`src/rtl/gsa_pkg.sv`:
```
// Shared constants, codes and types of the generational slot allocator.
// No dependencies; every module of the block imports this package.
`default_nettype none

package gsa_pkg;

  localparam int unsigned SlotCount  = 64;
  localparam int unsigned SlotW      = $clog2(SlotCount);
  localparam int unsigned CountW     = $clog2(SlotCount + 1);
  localparam int unsigned ByteBudget = 16777216;
  localparam int unsigned BytesW     = 25;
  localparam int unsigned SizeW      = 20;
  localparam int unsigned GenW       = 32;
  localparam int unsigned DevW       = 32;
  localparam int unsigned HSlotW     = 8;

  localparam logic [BytesW-1:0] Budget      = BytesW'(ByteBudget);
  localparam logic [BytesW-1:0] MinArtifact = BytesW'(27);
  localparam logic [BytesW-1:0] MaxArtifact = BytesW'(512 * 1024);

  localparam logic [7:0] HdrByte0 = 8'h46;
  localparam logic [7:0] HdrByte1 = 8'h53;
  localparam logic [7:0] HdrByte2 = 8'h48;
  localparam logic [7:0] HdrByte3 = 8'd12;

  localparam logic [GenW-1:0] GenExhausted = '1;

  localparam logic [7:0] CfgDeviceId   = 8'd0;
  localparam logic [7:0] CfgDeviceLost = 8'd1;

  typedef enum logic [1:0] {
    KindAlloc   = 2'd0,
    KindRelease = 2'd1,
    KindCheck   = 2'd2,
    KindNone    = 2'd3
  } kind_e;

  typedef enum logic [1:0] {
    StatusOk          = 2'd0,
    StatusLost        = 2'd1,
    StatusBadArtifact = 2'd2,
    StatusBudget      = 2'd3
  } status_e;

  typedef enum logic [1:0] {
    StIdle = 2'b01,
    StExec = 2'b10
  } state_e;

  typedef struct packed {
    logic             take;
    logic             drop;
    logic             refree;
    logic [SlotW-1:0] slot;
  } flag_upd_t;

  typedef struct packed {
    logic             found;
    logic [SlotW-1:0] slot;
  } pick_t;

endpackage

`default_nettype wire

```
`src/rtl/gsa_slot_mem.sv`:
```
// Slot table storage: byte size and generation per slot, registered read.
// Depends on gsa_pkg.
`default_nettype none

module gsa_slot_mem (
  input  logic                       clk_i,
  input  logic                       rd_en_i,
  input  logic [gsa_pkg::SlotW-1:0]  rd_addr_i,
  output logic [gsa_pkg::SizeW-1:0]  rd_size_o,
  output logic [gsa_pkg::GenW-1:0]   rd_gen_o,
  input  logic [gsa_pkg::SlotW-1:0]  wr_addr_i,
  input  logic                       size_we_i,
  input  logic [gsa_pkg::SizeW-1:0]  size_wdata_i,
  input  logic                       gen_we_i,
  input  logic [gsa_pkg::GenW-1:0]   gen_wdata_i
);
  import gsa_pkg::*;

  logic [SizeW-1:0] size_mem [SlotCount];
  logic [GenW-1:0]  gen_mem  [SlotCount];
  logic [SizeW-1:0] rd_size_q;
  logic [GenW-1:0]  rd_gen_q;

  always_ff @(posedge clk_i) begin
    if (size_we_i) begin
      size_mem[wr_addr_i] <= size_wdata_i;
    end
    if (gen_we_i) begin
      gen_mem[wr_addr_i] <= gen_wdata_i;
    end
  end

  always_ff @(posedge clk_i) begin
    if (rd_en_i) begin
      rd_size_q <= size_mem[rd_addr_i];
      rd_gen_q  <= gen_mem[rd_addr_i];
    end
  end

  assign rd_size_o = rd_size_q;
  assign rd_gen_o  = rd_gen_q;

endmodule

`default_nettype wire

```
`config.mk`:
```
export PLATFORM = sky130hd
export DESIGN_NAME = gsa_slot_mem
export DESIGN_NICKNAME = d
export VERILOG_FILES = /design/src/rtl/gsa_pkg.sv /design/src/rtl/gsa_slot_mem.sv
export SDC_FILE = /design/constraint.sdc
export NUM_CORES = 2
export LEC_CHECK = 0
export BUFFER_PORTS_ARGS = -buffer_cell sky130_fd_sc_hd__buf_2
export CAP_MARGIN = 15
export CORE_MARGIN = 2
export CORE_UTILIZATION = 29
export CTS_CLUSTER_DIAMETER = 30
export DETAILED_ROUTE_END_ITERATION = 12
export REMOVE_ABC_BUFFERS = 1
export SLEW_MARGIN = 20
export SYNTH_ARGS = -nofsm -noshare
export SYNTH_HDL_FRONTEND = slang
export SYNTH_SLANG_ARGS = --single-unit
```
`constraint.sdc`:
```
create_clock -name clk_i -period 3.8 [get_ports clk_i]
set_input_delay 0.19 -clock clk_i [delete_from_list [all_inputs] [get_ports clk_i]]
set_output_delay 0.19 -clock clk_i [all_outputs]
set_load 0.02 [all_outputs]
```
# [After elaboration in Yosys (flattened, before gate mapping)]
# Memory sizes are Yosys's and may differ from the RTL's. A register that Yosys moved wholly into a read port is not among the register bits.
# Cells that the tools add are included.
[classes] mux=4
[op_table] cell="$mux W1" count=4
[totals] register_bits=0 ramBits=3328 in_bits=68 output_inout_bits=52 elab_cells=6 mem_count=2
[memory_table] name="gen_mem" words=64 width=32 rd=1 rd_ports_with_merged_regs=1 write_ports=1 line="gsa_slot_mem.sv:20" rtl="logic [GenW-1:0] gen_mem [SlotCount];"
[memory_table] name="size_mem" words=64 width=20 rd=1 rd_ports_with_merged_regs=1 write_ports=1 line="gsa_slot_mem.sv:19" rtl="logic [SizeW-1:0] size_mem [SlotCount];"

# [Longest topological paths before layout]
[depth] word_depth=2 depth_mapped=10 depth_no_buf=5

# [Worst setup path after synthesis]
# Ideal clock, no wire load.
[synth_path] path_kind="input -> register" start="input wr_addr_i[5] in the netlist's numbering" end="memory gen_mem[32][0] (enable)" setup_time_ns=0.421 arrival_time_ns=2.631 slack_ns=0.748 path_stages=6 path_cell_list="clkbuf_1 or3b_2 clkbuf_1 inv_1 nand2_1 nor2_1"
[synth_rtl] item="from (decl)" line="gsa_slot_mem.sv:11" rtl="input logic [gsa_pkg::SlotW-1:0] wr_addr_i,"
[synth_rtl] item="to (decl)" line="gsa_slot_mem.sv:20"
# No word-level cell before the write port.

==> summary.txt <==
Syn. warnings -> 0
Post-DP HPWL -> 198000 um
total grt overflow -> 0
Cells after DPL -> 11424
TritonCTS buffer count -> 459
share of power burned in combinational logic -> 4.5%
relative slew slack -> 25.2%
slowest library cell on the worst path -> o22ai_1
Via-to-Cell Ratio -> 5.03
Overall Power -> 0.0894 W
Yosys reg bits -> 3380
mux contribution to synthesized area -> 16.7%
pwr/cell area -> 576 nW/um^2
max-capacitance violation count -> 0
die footprint -> 446000 um^2
number of global-route vias before repair -> 63332
clock transition at the registers of the reported paths -> 60 ps
CTS Sinks -> 3380
largest family of logic cells by synthesized area -> multiplexers
pre-CTS WS -> 183 ps
Buffers on Ports -> 119
commonest cells in the netlist -> edfxtp_1, mux4_2, nor2_1, o22ai_1, clkbuf_1
Final TNS setup -> 0 ps
routed length per placed instance -> 28.1 um
min cycle time layout -> 2770 ps
pin count of the biggest net entering global routing -> 72
final hold vios -> 0
R2R cell count -> 4
Worst Setup Start Kind -> input pin
reg2reg setup slack -> 1120 ps
post-synthesis sequential area ratio -> 79.3%
antenna violations before repair -> 23
Worst EP required -> 4420 ps
distinct cell type count after synthesis -> 32
H-tree level count -> 5
Max clock buf depth -> 4
post-synth top area cell -> edfxtp_1
Hold Crit Class -> input pin to register
maximum single-stage delay on the critical path -> 850 ps
Detailed Route Iter0 Violations -> 7348
IO Pins -> 120
compound-cell area share of the yosys netlist -> 1.71%
switch share -> 21.4%
GP Congestion -> 0.814
post-layout util -> 35.4%
CTS tree -> yes
Slew Viols, Final -> 0
Filler Cell Count -> 39588
layout cell share with drive strength beyond 1 -> 36.4%
Post-Syn Area -> 128000 um^2
crit-path cells -> buf_12 > buf_12 > buf_4 > mux4_2 > mux4_2 > o22ai_1 > nor2_1
# setup viols final -> 0
Crit path buffers/inverters -> 3
f_max -> 361 MHz
starting density of the core -> 29.2%
Worst setup EP type -> register
Leakage -> 48.2 nW
Crit path arrival time -> 3380 ps
Non-Filler Instances -> 12345
root buffer cell -> clkbuf_16
adder and majority cell fraction of the synthesized area -> 0%
largest cells by area after synthesis -> edfxtp_1, mux4_2, o22ai_1
share of flip-flops with an asynchronous set or reset -> 0%
Worst Skew -> 68.0 ps
GRT Overall Usage -> 15.2%
Hold EP -> gen_mem[63][28]
sw power -> 0.0192 W
mean post-synth cell area -> 23.8 um^2
Clk Latency, worst-skew pair -> 940 ps
row count -> 243
Hold Crit Start -> wr_addr_i[0]
Clock Power Share -> 49.1%
nets@finish -> 6126
Layout area overhead -> 21.3%
Post-Synth Simple-Gate Area -> 1.08%
Detailed Route WL -> 347000 um
top-count cell post-synth -> edfxtp_1
Die Y -> 668 um
Post-synth EDFFs -> 3380
largest delay contributor family on the critical path -> multiplexers
Critical R2R Capture -> rd_gen_o[13]
Final ANT Viol Nets -> 0
Die W -> 668 um
Mapped Cells -> 5370
Synth Flop Type -> edfxtp_1
R2R Path Start -> gen_mem[15][13]
Hold Crit Depth -> 4
fin worst setup slack -> 1030 ps
DR vias -> 62050
Core Footprint -> 439000 um^2
Synth Area in XOR/XNOR -> 0%
drc violations -> 0
Max Fanout on Critical Path -> 41
Setup Fix Bufs, Post-CTS -> 0
drt first pass iters -> 6
WS Path Type -> input pin to register
first-pass GRT wire length -> 485000 um
VDD IR max -> 0.411 mV
RSZ-0062 raised after global routing -> false
share of the synthesized area in the top cell type -> 79.3%
status -> complete, no violations
crit share post-route -> 72.9%
Slew @ Worst Pin -> 1120 ps
Internal Pwr Total -> 0.0702 W
Flop pwr share -> 46.5%
==> metal layers <==
layer,share of wire (%),routed length [um],vias up,track usage (%)
met5,0.0078,27,-,0
met1,39,135000,33832,19.7
met3,7.2,25200,608,2.39
met2,50,173000,2917,25.7
met4,3.9,13700,4,5.81
li1,-,-,24689,-
==> final cells by class <==
class,instances,area [um^2],area share (%)
repair buffers,527,4650,3.00
multi-input cells,1678,25600,16.5
inverters,12,47.5,0.0306
clock inverters,347,4060,2.62
diodes,15,37.5,0.0242
clock buffers,506,11900,7.64
well taps,5880,7360,4.74
flip-flops and latches,3380,101000,65.4
==> worst max path at each step <==
stage / start / endpoint / slack (ps) / cells past startpoint
finish: rd_addr_i[0] / rd_gen_o[13] / 1030 / 7
global route: rd_addr_i[0] / rd_size_o[1] / 1150 / 6
CTS: rd_addr_i[0] / rd_size_o[1] / 1170 / 6
detailed placement: rd_addr_i[0] / rd_size_o[1] / 180 / 6
global placement: rd_addr_i[0] / rd_size_o[1] / 150 / 6
floorplan: wr_addr_i[3] / gen_mem[32][0] / 1050 / 4
==> worst register-to-register path: cells and delay by family (launching register included) <==
kind	cells	cell delay, ps
multiplexers	2	1010
AO/OA/AOI/OAI	1	850
flip-flops	1	360
AND/OR/NAND/NOR	1	150
==> metrics by stage <==
stage	cell area (um^2)	hold WS, ps
2_1_floorplan	127000	289
3_3_place_gp	139000	523
3_5_place_dp	139000	547
4_1_cts	155000	9.63
5_1_grt	155000	133
6_report	155000	138
==> placed cells by master, fill, tap and decap left out, types with 54 or more instances in the layout <==
| cell | n |
|---|---|
| a21oi_1 | 67 |
| buf_12 | 61 |
| buf_2 | 89 |
| buf_4 | 321 |
| bufinv_16 | 68 |
| clkbuf_16 | 468 |
| clkinv_2 | 58 |
| clkinvlp_4 | 54 |
| edfxtp_1 | 3380 |
| inv_6 | 58 |
| mux4_2 | 904 |
| nand2_1 | 55 |
| nor2_1 | 99 |
| nor2_2 | 64 |
| nor2_4 | 64 |
| o22ai_1 | 164 |
==> power groups by stage <==
stage / registers (W) / logic, W / clock network (W)
6_report: 0.0415 / 0.00400 / 0.0439
5_1_grt: 0.0415 / 0.00421 / 0.0460
4_1_cts: 0.0416 / 0.00402 / 0.0444
3_5_place_dp: 0.0423 / 0.00398 / 0
3_3_place_gp: 0.0423 / 0.00391 / 0
2_1_floorplan: 0.0423 / 0.00154 / 0
==> state kept, by name (all words and copies together), names as in the netlist <==
register,flops
gen_mem,2048
size_mem,1280
rd_gen_o,32
rd_size_o,20
==> what timing repair did <==
| action | CTS | global route |
|---|---|---|
| resized for setup | 0 | 0 |
| endpoints found under the setup margin | 0 | 0 |
| hold buffers | 28 | 25 |
| endpoints found under the hold margin | 1034 | 1600 |
==> cells by family (layout without fill, tap and decap cells) <==
kind of cell,after synthesis,count (layout)
and+or+nand+nor,333,333
AOI/OAI and AO/OA,343,343
buffers and inverters,312,1392
DFF,3380,3380
muxes,1002,1002
other,0,15
(Power assumes the default switching activity.)
