--- config.mk ---
export PLATFORM = sky130hd
export DESIGN_NAME = gsa_flags
export DESIGN_NICKNAME = d
export VERILOG_FILES = /design/src/rtl/gsa_pkg.sv /design/src/rtl/gsa_flags.sv
export SDC_FILE = /design/constraint.sdc
export NUM_CORES = 1
export LEC_CHECK = 0
export BUFFER_PORTS_ARGS = -buffer_cell sky130_fd_sc_hd__buf_2
export CAP_MARGIN = 20
export CORE_ASPECT_RATIO = 1.4
export CORE_UTILIZATION = 55
export CTS_CLUSTER_DIAMETER = 120
export DETAILED_ROUTE_END_ITERATION = 8
export PLACE_DENSITY = 0.83
export SLEW_MARGIN = 20
export SYNTH_ARGS = -nofsm -noshare
export SYNTH_HDL_FRONTEND = slang
export SYNTH_SLANG_ARGS = --single-unit
--- constraint.sdc ---
create_clock -name clk_i -period 2.4 [get_ports clk_i]
set_input_delay 0.48 -clock clk_i [delete_from_list [all_inputs] [get_ports clk_i]]
set_output_delay 0.48 -clock clk_i [all_outputs]
set_load 0.01 [all_outputs]
--- src/rtl/gsa_pkg.sv ---
// Shared constants, codes and types of the generational slot allocator.
// No dependencies; every module of the block imports this package.
`default_nettype none

package gsa_pkg;

  localparam int unsigned SlotCount  = 64;
  localparam int unsigned SlotW      = $clog2(SlotCount);
  localparam int unsigned CountW     = $clog2(SlotCount + 1);
  localparam int unsigned ByteBudget = 16777216;
  localparam int unsigned BytesW     = 25;
  localparam int unsigned SizeW      = 20;
  localparam int unsigned GenW       = 32;
  localparam int unsigned DevW       = 32;
  localparam int unsigned HSlotW     = 8;

  localparam logic [BytesW-1:0] Budget      = BytesW'(ByteBudget);
  localparam logic [BytesW-1:0] MinArtifact = BytesW'(27);
  localparam logic [BytesW-1:0] MaxArtifact = BytesW'(512 * 1024);

  localparam logic [7:0] HdrByte0 = 8'h46;
  localparam logic [7:0] HdrByte1 = 8'h53;
  localparam logic [7:0] HdrByte2 = 8'h48;
  localparam logic [7:0] HdrByte3 = 8'd12;

  localparam logic [GenW-1:0] GenExhausted = '1;

  localparam logic [7:0] CfgDeviceId   = 8'd0;
  localparam logic [7:0] CfgDeviceLost = 8'd1;

  typedef enum logic [1:0] {
    KindAlloc   = 2'd0,
    KindRelease = 2'd1,
    KindCheck   = 2'd2,
    KindNone    = 2'd3
  } kind_e;

  typedef enum logic [1:0] {
    StatusOk          = 2'd0,
    StatusLost        = 2'd1,
    StatusBadArtifact = 2'd2,
    StatusBudget      = 2'd3
  } status_e;

  typedef enum logic [1:0] {
    StIdle = 2'b01,
    StExec = 2'b10
  } state_e;

  typedef struct packed {
    logic             take;
    logic             drop;
    logic             refree;
    logic [SlotW-1:0] slot;
  } flag_upd_t;

  typedef struct packed {
    logic             found;
    logic [SlotW-1:0] slot;
  } pick_t;

endpackage

`default_nettype wire

--- src/rtl/gsa_flags.sv ---
// Per-slot live and reusable flags with a lowest-free-slot priority encoder.
// Depends on gsa_pkg.
`default_nettype none

module gsa_flags (
  input  logic                          clk_i,
  input  logic                          rst_ni,
  input  gsa_pkg::flag_upd_t            upd_i,
  output gsa_pkg::pick_t                pick_o,
  output logic [gsa_pkg::SlotCount-1:0] live_o
);
  import gsa_pkg::*;

  logic [SlotCount-1:0] live_q, live_d;
  logic [SlotCount-1:0] free_q, free_d;
  pick_t                pick;

  always_comb begin
    live_d = live_q;
    free_d = free_q;
    if (upd_i.take) begin
      live_d[upd_i.slot] = 1'b1;
      free_d[upd_i.slot] = 1'b0;
    end else if (upd_i.drop) begin
      live_d[upd_i.slot] = 1'b0;
      free_d[upd_i.slot] = upd_i.refree;
    end
  end

  always_comb begin
    pick = '0;
    for (int i = SlotCount - 1; i >= 0; i--) begin
      if (free_q[i]) begin
        pick.found = 1'b1;
        pick.slot  = SlotW'(i);
      end
    end
  end

  always_ff @(posedge clk_i or negedge rst_ni) begin
    if (!rst_ni) begin
      live_q <= '0;
      free_q <= '0;
    end else begin
      live_q <= live_d;
      free_q <= free_d;
    end
  end

  assign pick_o = pick;
  assign live_o = live_q;

endmodule

`default_nettype wire

---- After elaboration in Yosys (flattened, before gate mapping) ----
Cells that the tools add are included.
word-level totals
  word-level logic and storage cells ...... 81
  output and inout bits ................... 71
  bits of input ports ..................... 11
  register bits ........................... 128
cells by class
  bitwise gates (word level) .............. 4
  $lt $le $gt $ge ......................... 2
  reduce and logical (&&, ||, !) cells .... 2
  multiplexer cells ....................... 71
operators by type and width
  cell                                                                number
  two-way mux 7 bit                                                   64
  two-way mux 64 bit                                                  4
  AND 64 bit                                                          2
  bitwise mux 64 bit                                                  1
  NOT 64 bit                                                          1
  bitwise OR 64 bit                                                   1
  < comparator 6 x 7 -> 1 bit (second input constant)                 1
  demux 1 bit (select 6 bit)                                          1
  greater-or-equal comparator 6 x 1 -> 1 bit (second input constant)  1
  nonzero test 2 bit                                                  1
  logical AND 1 bit                                                   1
  two-way mux 1 bit                                                   1

---- Longest topological paths before layout ----
Gate-level depths: netlist (run 1).
  depth after elaboration ................. 64
  gate-level depth with buffers ........... 7
  depth with buffers taken out ............ 6

---- Least setup slack after synthesis (run 1) ----
Ideal clock, no wire load.
  kind .................................... reg-to-output
  start point ............................. reg free_q[11]
  end point ............................... out pick_o[5] (netlist bit)
  buffers on the path ..................... 0
  stages on the path, launching flop included .. 5
  required time ........................... 1.920 ns
  arrival time ............................ 1.539 ns
  setup slack ............................. 0.381 ns
  path through ............................ dfrtp_1 -> or4_4 -> nor2b_4 -> nand3_2 -> nor4_2
RTL lines
  item                      line             RTL
  start: declaration        gsa_flags.sv:15  logic [SlotCount-1:0] free_q, free_d;
  start signal: assignment  gsa_flags.sv:46  free_q <= free_d;
  end: declaration          gsa_flags.sv:9   output gsa_pkg::pick_t pick_o,

==> results of run 1 <==
==> repair_timing <==
item / 4_1_cts / 5_1_grt
gates resized for setup: 15 / 17
buffers inserted: 7 / 5
pin swaps: 9 / 12
endpoints found under the setup margin: 7 / 7
==> synthesized netlist by cell type, types with 2 or more instances <==
cell type / n
sky130_fd_sc_hd__and3b_1: 3
sky130_fd_sc_hd__nor4_1: 23
sky130_fd_sc_hd__nand2b_1: 2
sky130_fd_sc_hd__nor3b_2: 3
sky130_fd_sc_hd__a31oi_1: 3
sky130_fd_sc_hd__o41ai_1: 3
sky130_fd_sc_hd__nand4_1: 2
sky130_fd_sc_hd__nor3_2: 2
sky130_fd_sc_hd__inv_1: 13
sky130_fd_sc_hd__o21ai_0: 92
sky130_fd_sc_hd__o311ai_1: 2
sky130_fd_sc_hd__o31ai_1: 4
sky130_fd_sc_hd__nor3_1: 15
sky130_fd_sc_hd__nand3b_1: 4
sky130_fd_sc_hd__or2_1: 3
sky130_fd_sc_hd__and2_1: 3
sky130_fd_sc_hd__a22o_1: 63
sky130_fd_sc_hd__and3_1: 2
sky130_fd_sc_hd__clkbuf_1: 41
sky130_fd_sc_hd__a21oi_1: 14
sky130_fd_sc_hd__o21ai_1: 45
sky130_fd_sc_hd__or3b_1: 3
sky130_fd_sc_hd__nor4_2: 2
sky130_fd_sc_hd__nand3_1: 7
sky130_fd_sc_hd__nand2_1: 140
sky130_fd_sc_hd__or3_1: 2
sky130_fd_sc_hd__buf_2: 7
sky130_fd_sc_hd__nor2_1: 92
sky130_fd_sc_hd__dfrtp_1: 128
sky130_fd_sc_hd__or4_1: 2
==> cell families (layout without fill, tap and decap cells) <==
family | after synthesis | after routing | synth area share
simple gates | 316 | 316 | 0.229
compound gates | 236 | 236 | 0.232
flops | 128 | 128 | 0.501
buf+inv | 61 | 154 | 0.0372
==> power by group through the flow <==
stage / registers (mW) / clock network, mW / logic [mW]
global placement: 2.70 / 0 / 1.38
finish: 2.70 / 2.69 / 1.57
CTS: 2.69 / 2.72 / 1.48
detailed placement: 2.71 / 0 / 1.42
global route: 2.73 / 2.81 / 1.70
floorplan: 2.77 / 0 / 0.767
==> through the flow <==
step,setup WS [ns],setup TNS (ns)
final,-0.233,-1.07
after global placement,0.167,0
after floorplan,0.381,0
after CTS,-0.239,-1.11
after global routing,-0.310,-1.63
after detailed placement,0.0882,0
==> cell usage in the layout (no fill, tap or decap), types with 13 or more instances in the layout <==
cell / count
sky130_fd_sc_hd__clkbuf_16: 17
sky130_fd_sc_hd__nor2_1: 91
sky130_fd_sc_hd__buf_2: 80
sky130_fd_sc_hd__o21ai_0: 92
sky130_fd_sc_hd__dfrtp_1: 124
sky130_fd_sc_hd__a22o_1: 63
sky130_fd_sc_hd__o21ai_1: 44
sky130_fd_sc_hd__buf_4: 27
sky130_fd_sc_hd__inv_1: 13
sky130_fd_sc_hd__a21oi_1: 13
sky130_fd_sc_hd__nand2_1: 140
==> per-layer routing <==
metal,vias to the layer above,track usage,part of all wire
met2,259,0.524,0.50
met4,0,0.155,0.039
met1,2927,0.387,0.40
met5,-,0,0
met3,66,0.0816,0.066
li1,2804,-,-
==> final cells by class <==
class / count / area, um^2
multi-input cells: 552 / 3120
clock inverters: 12 / 158
clock buffers: 20 / 467
repair buffers: 109 / 643
inverters: 13 / 48.8
flip-flops and latches: 128 / 3210
fillers: 856 / 3510
well taps: 144 / 180
==> final timing paths <==
| kind | from | to | slack, ns | cells after the start |
|---|---|---|---|---|
| max in group asynchronous | rst_ni | free_q[11] | 1.69 | 2 |
| hold / removal | rst_ni | free_q[57] | 0.04 | 1 |
| setup / recovery | free_q[46] | pick_o[1] | -0.23 | 7 |
| min in group clk_i | flop | flop | 0.49 | 1 |
| setup reg to reg | free_q[43] | free_q[43] | 1.45 | 2 |
| hold reg to reg | flop | flop | 0.49 | 1 |
==> worst reg2reg max path: stages (launching register included) <==
cell	delay (ns)
sky130_fd_sc_hd__dfrtp_1	0.47
sky130_fd_sc_hd__o21ai_0	0.19
sky130_fd_sc_hd__o21ai_0	0.15
==> summary by stage, run 1 <==
STA
The total of endpoints with negative setup slack in the final report is 7. The count of endpoints failing hold in the final timing report is 0. Across all setup checks in the final design, the least slack found is -0.233 ns. Measured against its own limit, the worst slew margin works out to 0.555.

The slew at the pin closest to its max-slew limit is roughly 0.67 ns. The max-slew violation total from the final report was 0. For this run, the top clock speed supported by timing is ~0.38 GHz. Subtracting the final worst setup slack from the clock period gives ~2.6 ns. Setup repair after global routing could not meet its margin everywhere. The worst-case clock skew is 0 ns. On the final layout, the worst hold slack is 0.0411 ns.

The final period utilization is 1.10.

Outcome
The flow ran to the end, but the final reports show violations. The checks that failed: negative setup slack.

Final layout
The post-layout utilization of the core is 0.690. The number of nets in the layout is roughly 830. The final non-filler cell total is just under 1000. In the final layout, the share of cells above drive strength 1 is 0.218.

The final non-filler cell area is roughly 7800 um^2. The layout overhead on the synthesized area is 22.5%. The number of diodes added for antenna fixing is 0.

Power
The share of total power dissipated in the clock network is 0.387. The total leakage power is about 3.4 nW. The power consumption is 6.96 mW.

IR analysis of the VDD net gives a maximum drop of 0.000577 V. The combinational share of power is 0.225. Summed over all nets, the switching power comes to 2.09 mW. Cell internal power was estimated by the tool at slightly below 5 mW. For this design the ratio of total power to cell area is approximately 890 nW/um^2.

Of the total power, registers draw 0.388. The switching power share of the total is 0.300.

Global route
The number of antenna violations at the first check in global routing is 0. Entering global routing, the biggest net connects between 60 and 70 pins. The remaining global-route overflow is 0.

The wire length of the first global-routing pass is around 30 mm. Across every metal layer, demand over resource in global routing totals 0.317. The number of global-route vias before repair is around 6000.

Placement
Once placement finished, the instance area stood at slightly below 7000 um^2. Detailed placement ended at an HPWL of between 10 and 15 mm. The final weighted congestion in routability-driven placement is between 0.9 and 1. The number of buffers added on ports is just over 80. The total instance count after detailed placement is 934.

Floorplanning
The floorplan step defined a die boundary enclosing approximately 12000 um^2. The chip width is roughly 93 um. From bottom edge to top edge, the die measures around 130 um. The starting density of the core is 0.563. The number of top-level pins is 82. The core region area is roughly 11000 um^2. The cell row count is 46.

Logic synthesis
The largest total area in the synthesized netlist belongs to sky130_fd_sc_hd__dfrtp_1. For this run, the register share of the synthesized area comes to 0.501. The share of async-settable or async-resettable flops after synthesis is 1.00. Among all flip-flop cells after synthesis, the most frequent one is sky130_fd_sc_hd__dfrtp_1. In this run, synthesis produced a sequential element count of 128.

Yosys mapped a number of flops with a built-in enable equal to 0. Counting every net in the synthesized netlist gives between 700 and 800. The Yosys warning count is 0.

The number of standard cells after synthesis is 741. The netlist uses 46 different library cells. The proportion of netlist area held by the largest area contributor is 0.501. The post-synthesis instance area is 6390 um^2. The average footprint of a synthesized cell is roughly 8.6 um^2.

Yosys attributes the largest share of cell area to sky130_fd_sc_hd__dfrtp_1 50%, sky130_fd_sc_hd__a22o_1 8.6%, sky130_fd_sc_hd__nand2_1 8.2%, sky130_fd_sc_hd__o21ai_0 7.2%, sky130_fd_sc_hd__nor2_1 5.4%.

Min path
The tightest min-delay check is of the in -> async type.

Worst setup path
STA puts the critical path data required time at around 1.9 ns. The maximum cell stage delay along the critical path is about 0.43 ns. Together, buffers and inverters on the worst path number 1. The data arrival time of the critical path is approximately 2.2 ns.

Walking the worst path, the cells encountered are nor4_4 -> o311ai_2 -> a21oi_2 -> o2111ai_2 -> a31oi_1 -> nor4_1 -> buf_2. The highest net fanout along the worst path is 4. The slowest cell on the critical path is sky130_fd_sc_hd__dfrtp_1. Grouping stages by cell kind, the critical path spends the most delay in compound AO/OA/AOI/OAI gates. The critical path capture point type is an output pin. The kind of critical path is reg -> out. The sort of element at the start of the critical path is a flop.

Route
Before antenna repair, the detailed router went through 6 iterations. For this block, the via count after detailed routing is 6056. The initial DRC count is about 560. The post-detailed-route via-to-cell ratio is 6.19. The remaining number of nets flagged by the antenna check after routing is 0. The average wire per standard cell is around 19 um. The post-route DRC violation count is 0.

The overall routed net length is approximately 18 mm.

CTS
Buffers inserted to repair hold after CTS numbered 0. The clock tree synthesis step divided the H-tree into 4 levels. Clock-pin slew was measured on the worst setup and hold paths at roughly 0.060 ns.

The tree is rooted in a sky130_fd_sc_hd__clkbuf_16. For the worst-skew pair, the clock arrives at the later sink with an insertion delay of about 0.4 ns. The TritonCTS buffer count is 17.

The clock passes through at most 2 buffers. TritonCTS built the clock tree. The total clock sinks is 128.

Flow run
The max capacitance violation total is 0.
Note: power is estimated with default switching activity, not from simulation.
==> inputs of run 2 (changes only) <==
BUFFER_PORTS_ARGS = default   (was -buffer_cell sky130_fd_sc_hd__buf_2)
DONT_BUFFER_PORTS = 1   (was default)
PLACE_DENSITY = 0.77   (was 0.83)
==> run 2 against run 1 <==
  * The run ends with negative hold slack, negative setup slack left
  * Design area decreased by 6.0%
  * Flip-flop and latch count unchanged
  * Combinational power decreased by 27%
  * Core utilization decreased by 4.1 points
  * Sequential power increased by 6%
  * Sequential share of layout area increased by 2.7 points
  * Register-to-register slack improved by 0.09 ns
  * Global-route usage decreased by 1.4 points
  * Count of clock-buffer cells in the layout decreased by 3
  * Via count decreased by 4.9%
  * Non-clock buffer count decreased by 87
==> summary by stage, run 2 (same netlist as run 1, synthesis figures left out) <==
Power
The combinational share of power is 0.179. Summed over all nets, the switching power comes to around 2.0 mW. The total leakage power is roughly 3.0 nW. The share of total power dissipated in sequential elements is 0.444.

Of the total power, the share spent switching nets is 0.313. The relative contribution of the clock network to total power is 0.377. The internal power of the cells totals around 4.4 mW.

The power density over the cells is roughly 880 nW/um^2. IR analysis of the VDD net gives a maximum drop of ~0.00056 V.

Worst setup path
STA classifies the critical path endpoint as an output pin. The signal on the critical path passes through nor2_1 -> o31a_1 -> o311ai_1 -> o2111ai_1 -> a31oi_1 -> nor4_1 -> buf_4. The maximum cell stage delay along the critical path is 0.43 ns. The worst setup path is launched from a flop.

The data arrival time of the critical path is approximately 2.1 ns. The worst register-to-register path begins at free_q[0]. In this run the worst path has a maximum fanout of 5. For the worst setup path, the data required time is approximately 1.9 ns. Together, buffers and inverters on the worst path number 1. The most critical setup path has its startpoint at free_q[45].

The slowest cell on the critical path is sky130_fd_sc_hd__dfrtp_1. By startpoint and endpoint, the worst setup path is classified as reg -> out. The family with the most delay on the worst path is compound AO/OA/AOI/OAI gates.

STA
The minimum hold slack is -0.248 ns. The final period utilization is 1.09. The worst-case clock skew is 0 ns. The max-slew violation total from the final report is 0. Setup total negative slack on the finished layout was measured at -0.508 ns.

Setup repair after global routing could not meet its margin everywhere. The count of endpoints failing hold in the final timing report was 128. The post-route minimum period is about 2.6 ns. Once routing completed, OpenROAD measured the worst setup slack at -0.209 ns. Setup violations remaining at the end of the flow were counted as 6. The worst relative slew slack is 0.559. For the pin with the worst max-slew slack, the measured transition is 0.657 ns.

Static timing analysis puts the maximum clock frequency at ~0.38 GHz.

Final layout
0 antenna diodes ended up in the layout. Leaving out fill and tap cells, the most frequent cell in the layout is sky130_fd_sc_hd__nand2_1. In the final layout, the share of cells above drive strength 1 is 0.135.

Measured on the finished design, the core utilization comes to 0.649. In the final design database the tool counted ~750 nets. The area growth from synthesis to layout is 15.2%.

In the layout the commonest cells are 140 x sky130_fd_sc_hd__nand2_1, 121 x sky130_fd_sc_hd__dfrtp_1, 91 x sky130_fd_sc_hd__o21ai_0, 90 x sky130_fd_sc_hd__nor2_1, 63 x sky130_fd_sc_hd__a22o_1. For this run, the number of standard cells in the final layout without fillers is approximately 890.

Floorplanning
The cell row count is 46. The floorplan step defined a die boundary enclosing approximately 12000 um^2. The die is between 100 and 150 um tall. The number of top-level pins is 82. The floorplan step set the die width to between 90 and 100 um. In this run the standard cell core region covers roughly 11000 um^2. The initial utilization of the core area, before any placement, comes to 0.563.

CTS
Counting along the longest clock path gives a buffer depth of 2. In this run, CTS created clock tree buffers numbering 17. The clock latency at the later pin of the worst-skew pair is 0.41 ns. TritonCTS built the clock tree. The tree built by TritonCTS fans out to 128 sinks. The clock transition at the register clock pins on the worst setup and hold paths after CTS is around 0.060 ns. The deepest level of the CTS H-tree is 4. The root buffer cell chosen for the clock tree is sky130_fd_sc_hd__clkbuf_16.

Route
For this run, design rule violations remaining after detail routing come to 0. For this block, the initial DRC count from the detailed router was ~470. Dividing the detail-routed wire length by the instance count gives around 20 um. For this run, the detailed router's first-pass iteration total came to 5.

Dividing the detail-routed via count by the number of cells gives about 6.5. The routed design has 17.8 mm of wire. The remaining number of nets flagged by the antenna check after routing is 0. The detailed-route via count is about 5800.

Global route
The remaining global-route overflow is 0. Entering global routing, the biggest net connects between 100 and 150 pins. The wire length of the first global-routing pass is about 28 mm.

The number of antenna violations at the first check in global routing was 0. Across every metal layer, demand over resource in global routing totals 0.303. The number of global-route vias before repair is 5496.

Placement
The placed wire-length estimate is 10.9 mm. The final weighted congestion in routability-driven placement is between 0.9 and 1. Input and output buffers added on the ports amount to 0.

The total instance count after detailed placement is roughly 850.

Min path
In this run the worst hold path is classified as in -> async.

Outcome
The run finished, with violations left. The checks that failed: negative hold slack, negative setup slack.

Flow run
The tool flagged a number of max-cap violations equal to 0.
run 2: cell types whose count changed in the layout (fill, tap and decap cells not counted), sizes merged:
cell / before / now
bufinv: 3 / 1
clkinv: 5 / 7
buf: 109 / 22
clkbuf: 20 / 17
inv: 14 / 17
run 2: area by class of cell:
class | count | area, um^2
well taps | 144 | 180
flip-flops and latches | 128 | 3210
inverters | 13 | 48.8
repair buffers | 22 | 169
clock inverters | 15 | 134
clock buffers | 17 | 425
multi-input cells | 552 | 3190
fillers | 901 | 3980
run 2: stage by stage:
stage / total power [mW] / area (um^2) / setup WS (ns)
global route: 6.68 / 7360 / -0.322
global placement: 3.75 / 6440 / 0.191
floorplan: 3.54 / 6390 / 0.381
detailed placement: 3.79 / 6440 / 0.129
CTS: 6.33 / 7220 / -0.118
finish: 6.45 / 7360 / -0.209
run 2: final timing paths:
path	slack (ns)	cells past startpoint	end
setup reg to reg	1.54	3	free_q[0]
min in group clk_i	0.21	1	flop
hold / removal	-0.25	0	async pin
setup / recovery	-0.21	7	pick_o[1]
hold reg to reg	0.56	2	free_q[17]
max in group asynchronous	2.47	0	free_q[42]
run 2: worst reg2reg max path, cell delays in order (launching register included):
cell and delay, ns:
sky130_fd_sc_hd__dfrtp_2 0.41, sky130_fd_sc_hd__buf_4 0.16, sky130_fd_sc_hd__o21ai_0 0.07, sky130_fd_sc_hd__o21ai_1 0.09
run 2: power by group through the flow:
stage / logic (mW) / clock network [mW] / registers [mW]
3_5_place_dp: 0.923 / 0 / 2.86
4_1_cts: 1.04 / 2.45 / 2.85
3_3_place_gp: 0.884 / 0 / 2.86
6_report: 1.15 / 2.43 / 2.86
2_1_floorplan: 0.767 / 0 / 2.77
5_1_grt: 1.25 / 2.54 / 2.89
run 2: per-layer routing:
| layer | vias up | track usage | part of all wire |
|---|---|---|---|
| met2 | 323 | 0.509 | 0.51 |
| li1 | 2628 | - | - |
| met4 | 0 | 0.157 | 0.033 |
| met1 | 2755 | 0.364 | 0.38 |
| met3 | 54 | 0.0692 | 0.080 |
| met5 | - | 0 | 0 |
run 2: timing repair:
item,4_1_cts,5_1_grt
setup buffers,9,5
gates resized for setup,27,21
cloned,0,0
pin swaps,11,13
endpoints found under the setup margin,7,7
hold endpoints to repair,128,128
==> inputs of run 3 (changes only) <==
--- a/config.mk
+++ b/config.mk
@@ -8,5 +8,6 @@
 export CAP_MARGIN = 20
-export CORE_ASPECT_RATIO = 1.4
+export CORE_ASPECT_RATIO = 0.6
 export CORE_UTILIZATION = 55
 export CTS_CLUSTER_DIAMETER = 120
+export CTS_CLUSTER_SIZE = 16
 export DETAILED_ROUTE_END_ITERATION = 8
==> constraint.sdc (replaced) <==
create_clock -name clk_i -period 2.4 [get_ports clk_i]
set_input_delay 0.72 -clock clk_i [delete_from_list [all_inputs] [get_ports clk_i]]
set_output_delay 0.72 -clock clk_i [all_outputs]
set_load 0.01 [all_outputs]
==> run 3 against run 2 <==
  * The flow finishes with violations (negative setup slack)
  * Non-clock buffer count increased by 33
  * Count of clock-buffer cells in the layout up 1
  * Power grew 7.8%
  * Critical path type unchanged
  * Highest routed layer unchanged
==> summary by stage, run 3 (same netlist as run 1, synthesis figures left out) <==
STA
The total of endpoints with negative setup slack in the final report is 7. Based on the critical path, the design can be clocked at up to roughly 0.34 GHz. The setup slack of the critical path after layout is -0.557 ns.

The post-route minimum period is around 3 ns. The max-slew violation total from the final report is 0. The final period utilization is 1.23.

Setup repair after global routing could not meet its margin everywhere. The worst relative slew slack is 0.563. At the pin with the least slew margin, the transition time is 0.655 ns.

Summed over all failing endpoints, the final setup total negative slack is -2.69 ns. The clock arrives with 0 ns of skew. The count of endpoints failing hold in the final timing report is 0.

Global route
The number of global-route vias before repair was between 5000 and 6000. Entering global routing, the biggest net connects 129 pins. The first global-routing pass estimated 30.8 mm of wire.

The remaining global-route overflow is 0. The number of antenna violations at the first check in global routing came to 0. In the global route stage, overall resource usage came out at 0.339.

Min path
The path category of the worst min-delay check is in -> async.

Final layout
The number of nets in the layout is 778. The post-layout utilization of the core is 0.679. The final non-filler cell area is 7670 um^2. The share of final-layout standard cells stronger than drive strength 1 is 0.163. The number of antenna diodes in the final layout is 0. The most common cell after layout, fill and taps aside is sky130_fd_sc_hd__nand2_1. The layout overhead on the synthesized area is 20.1%.

The top cell types in the final layout, fill and taps aside, are 139 x sky130_fd_sc_hd__nand2_1, 126 x sky130_fd_sc_hd__dfrtp_1, 91 x sky130_fd_sc_hd__o21ai_0, 89 x sky130_fd_sc_hd__nor2_1, 63 x sky130_fd_sc_hd__a22o_1.

Worst setup path
The worst setup path is launched from a flop. The highest net fanout along the worst path is 2. STA puts the critical path data required time at between 1.5 and 2 ns. The kind of critical path is reg -> out. STA puts the critical path data arrival time at 2.24 ns. STA classifies the critical path endpoint as an output pin.

CTS
The clock reaches the later pin of the worst-skew pair after 0.42 ns. The TritonCTS buffer count is 17. The TritonCTS clock tree is built. The clock drives about 130 sinks. The maximum number of buffers from clock root to sink is 2. After clock tree synthesis, the clock-pin slew on the worst setup and hold paths is approximately 0.06 ns. The deepest level of the CTS H-tree is 4. The clock root buffer is sky130_fd_sc_hd__clkbuf_16.

Placement
The number of buffers added on ports is 0. The placed wire-length estimate is around 12 mm. The total placed instance area is about 6700 um^2. Routability-driven placement finished with a final weighted congestion of 0.923.

Floorplanning
The core region is roughly 11000 um^2. The die covers approximately 12000 um^2. In this run the vertical extent of the chip is ~85 um.

The number of top-level pins is 82. In this run the core area contains 30 standard-cell rows. The initial utilization of the core area, before any placement, comes to 0.565.

The chip width is approximately 140 um.

Flow run
The max capacitance violation total is 0.

Power
The switching power is between 2 and 2.5 mW. Of the total power, the share spent switching nets is 0.315. The internal power consumption is between 4 and 5 mW.

After layout, the design draws a total of 6.95 mW. The power density over the cells is between 900 and 1000 nW/um^2. The total leakage power is 3.21 nW. The combinational share of power is 0.204.

The worst voltage drop across the vdd grid is roughly 0.00058 V. The share of total power dissipated in the clock network is 0.387. The share of total power dissipated in sequential elements is 0.409.

Route
The count of nets left with antenna violations once routing finished came out at 0. The number of detailed-routing iterations run before antenna repair is 6. For this run, design rule violations remaining after detail routing come to 0. The post-detailed-route via-to-cell ratio is around 6.5. The overall routed net length is approximately 20 mm. The detailed-route via count is roughly 6100. Dividing the detail-routed wire length by the instance count gives between 20 and 25 um. The detailed router finished its first iteration with around 840 violations.

Outcome
The checks that failed: negative setup slack. The flow ran to the end, but the final reports show violations.
==> run 3: cell count changes in the layout (fill, tap and decap cells not counted), sizes merged <==
| cell | change |
|---|---|
| buf | +33 |
| bufinv | +2 |
| clkbuf | +1 |
| clkinv | -1 |
| clkinvlp | -1 |
| inv | -1 |
==> run 3: per-stage QoR <==
| stage | hold slack (ns) | setup WS, ns | instances |
|---|---|---|---|
| final | 0.153 | -0.557 | 940 |
| after global routing | 0.186 | -0.578 | 940 |
| after global placement | 0.427 | -0.0611 | 896 |
| after CTS | -0.0228 | -0.406 | 934 |
| after floorplan | 0.424 | 0.141 | 741 |
| after detailed placement | 0.426 | -0.101 | 896 |
==> run 3: final timing paths <==
path                            start         end  slack, ns  depth (start not counted)
max                        free_q[37]   pick_o[1]      -0.56                          6
min                            rst_ni  free_q[50]       0.15                          1
max reg2reg                free_q[33]  free_q[33]       1.40                          3
min reg2reg                free_q[16]  free_q[16]       0.56                          2
max in group asynchronous      rst_ni   async pin       1.91                          1
min in group clk_i           upd_i[8]        flop       0.44                          1
==> run 3: timing repair <==
item	4_1_cts	5_1_grt
gates cloned	0	0
endpoints found under the setup margin	7	7
endpoints found under the hold margin	128	73
pin swaps	17	6
resized for setup	30	8
setup buffers	6	4
==> run 3: worst max-delay path: stages (launching register included) <==
cell                        delay, ns
sky130_fd_sc_hd__dfrtp_1         0.42
sky130_fd_sc_hd__nor4_4          0.40
sky130_fd_sc_hd__o311ai_1        0.19
sky130_fd_sc_hd__o2111ai_1       0.25
sky130_fd_sc_hd__a31oi_1         0.15
sky130_fd_sc_hd__nor4_1          0.22
sky130_fd_sc_hd__buf_4           0.17
==> run 3: area by class of cell <==
class                      count  area [um^2]
clock buffer                  18          429
clock inverter                14          183
fill                         843         3630
inverter                      13         48.8
multi-input combinational    552         3150
sequential                   128         3210
tap                          160          200
timing repair buffer          55          453
==> run 3: power groups by stage <==
stage	Clock, mW	Sequential [mW]	Combinational (mW)
after global routing	2.77	2.86	1.52
after floorplan	0	2.77	0.767
after detailed placement	0	2.84	1.11
after global placement	0	2.84	1.07
final	2.69	2.84	1.41
after CTS	2.69	2.83	1.26
==> run 3: per-layer routing <==
| metal | vias to the layer above | part of all wire | GRT usage |
|---|---|---|---|
| li1 | 2694 | - | - |
| met1 | 2934 | 0.42 | 0.484 |
| met2 | 402 | 0.44 | 0.478 |
| met3 | 57 | 0.12 | 0.112 |
| met4 | 0 | 0.020 | 0.126 |
| met5 | - | 0 | 0 |
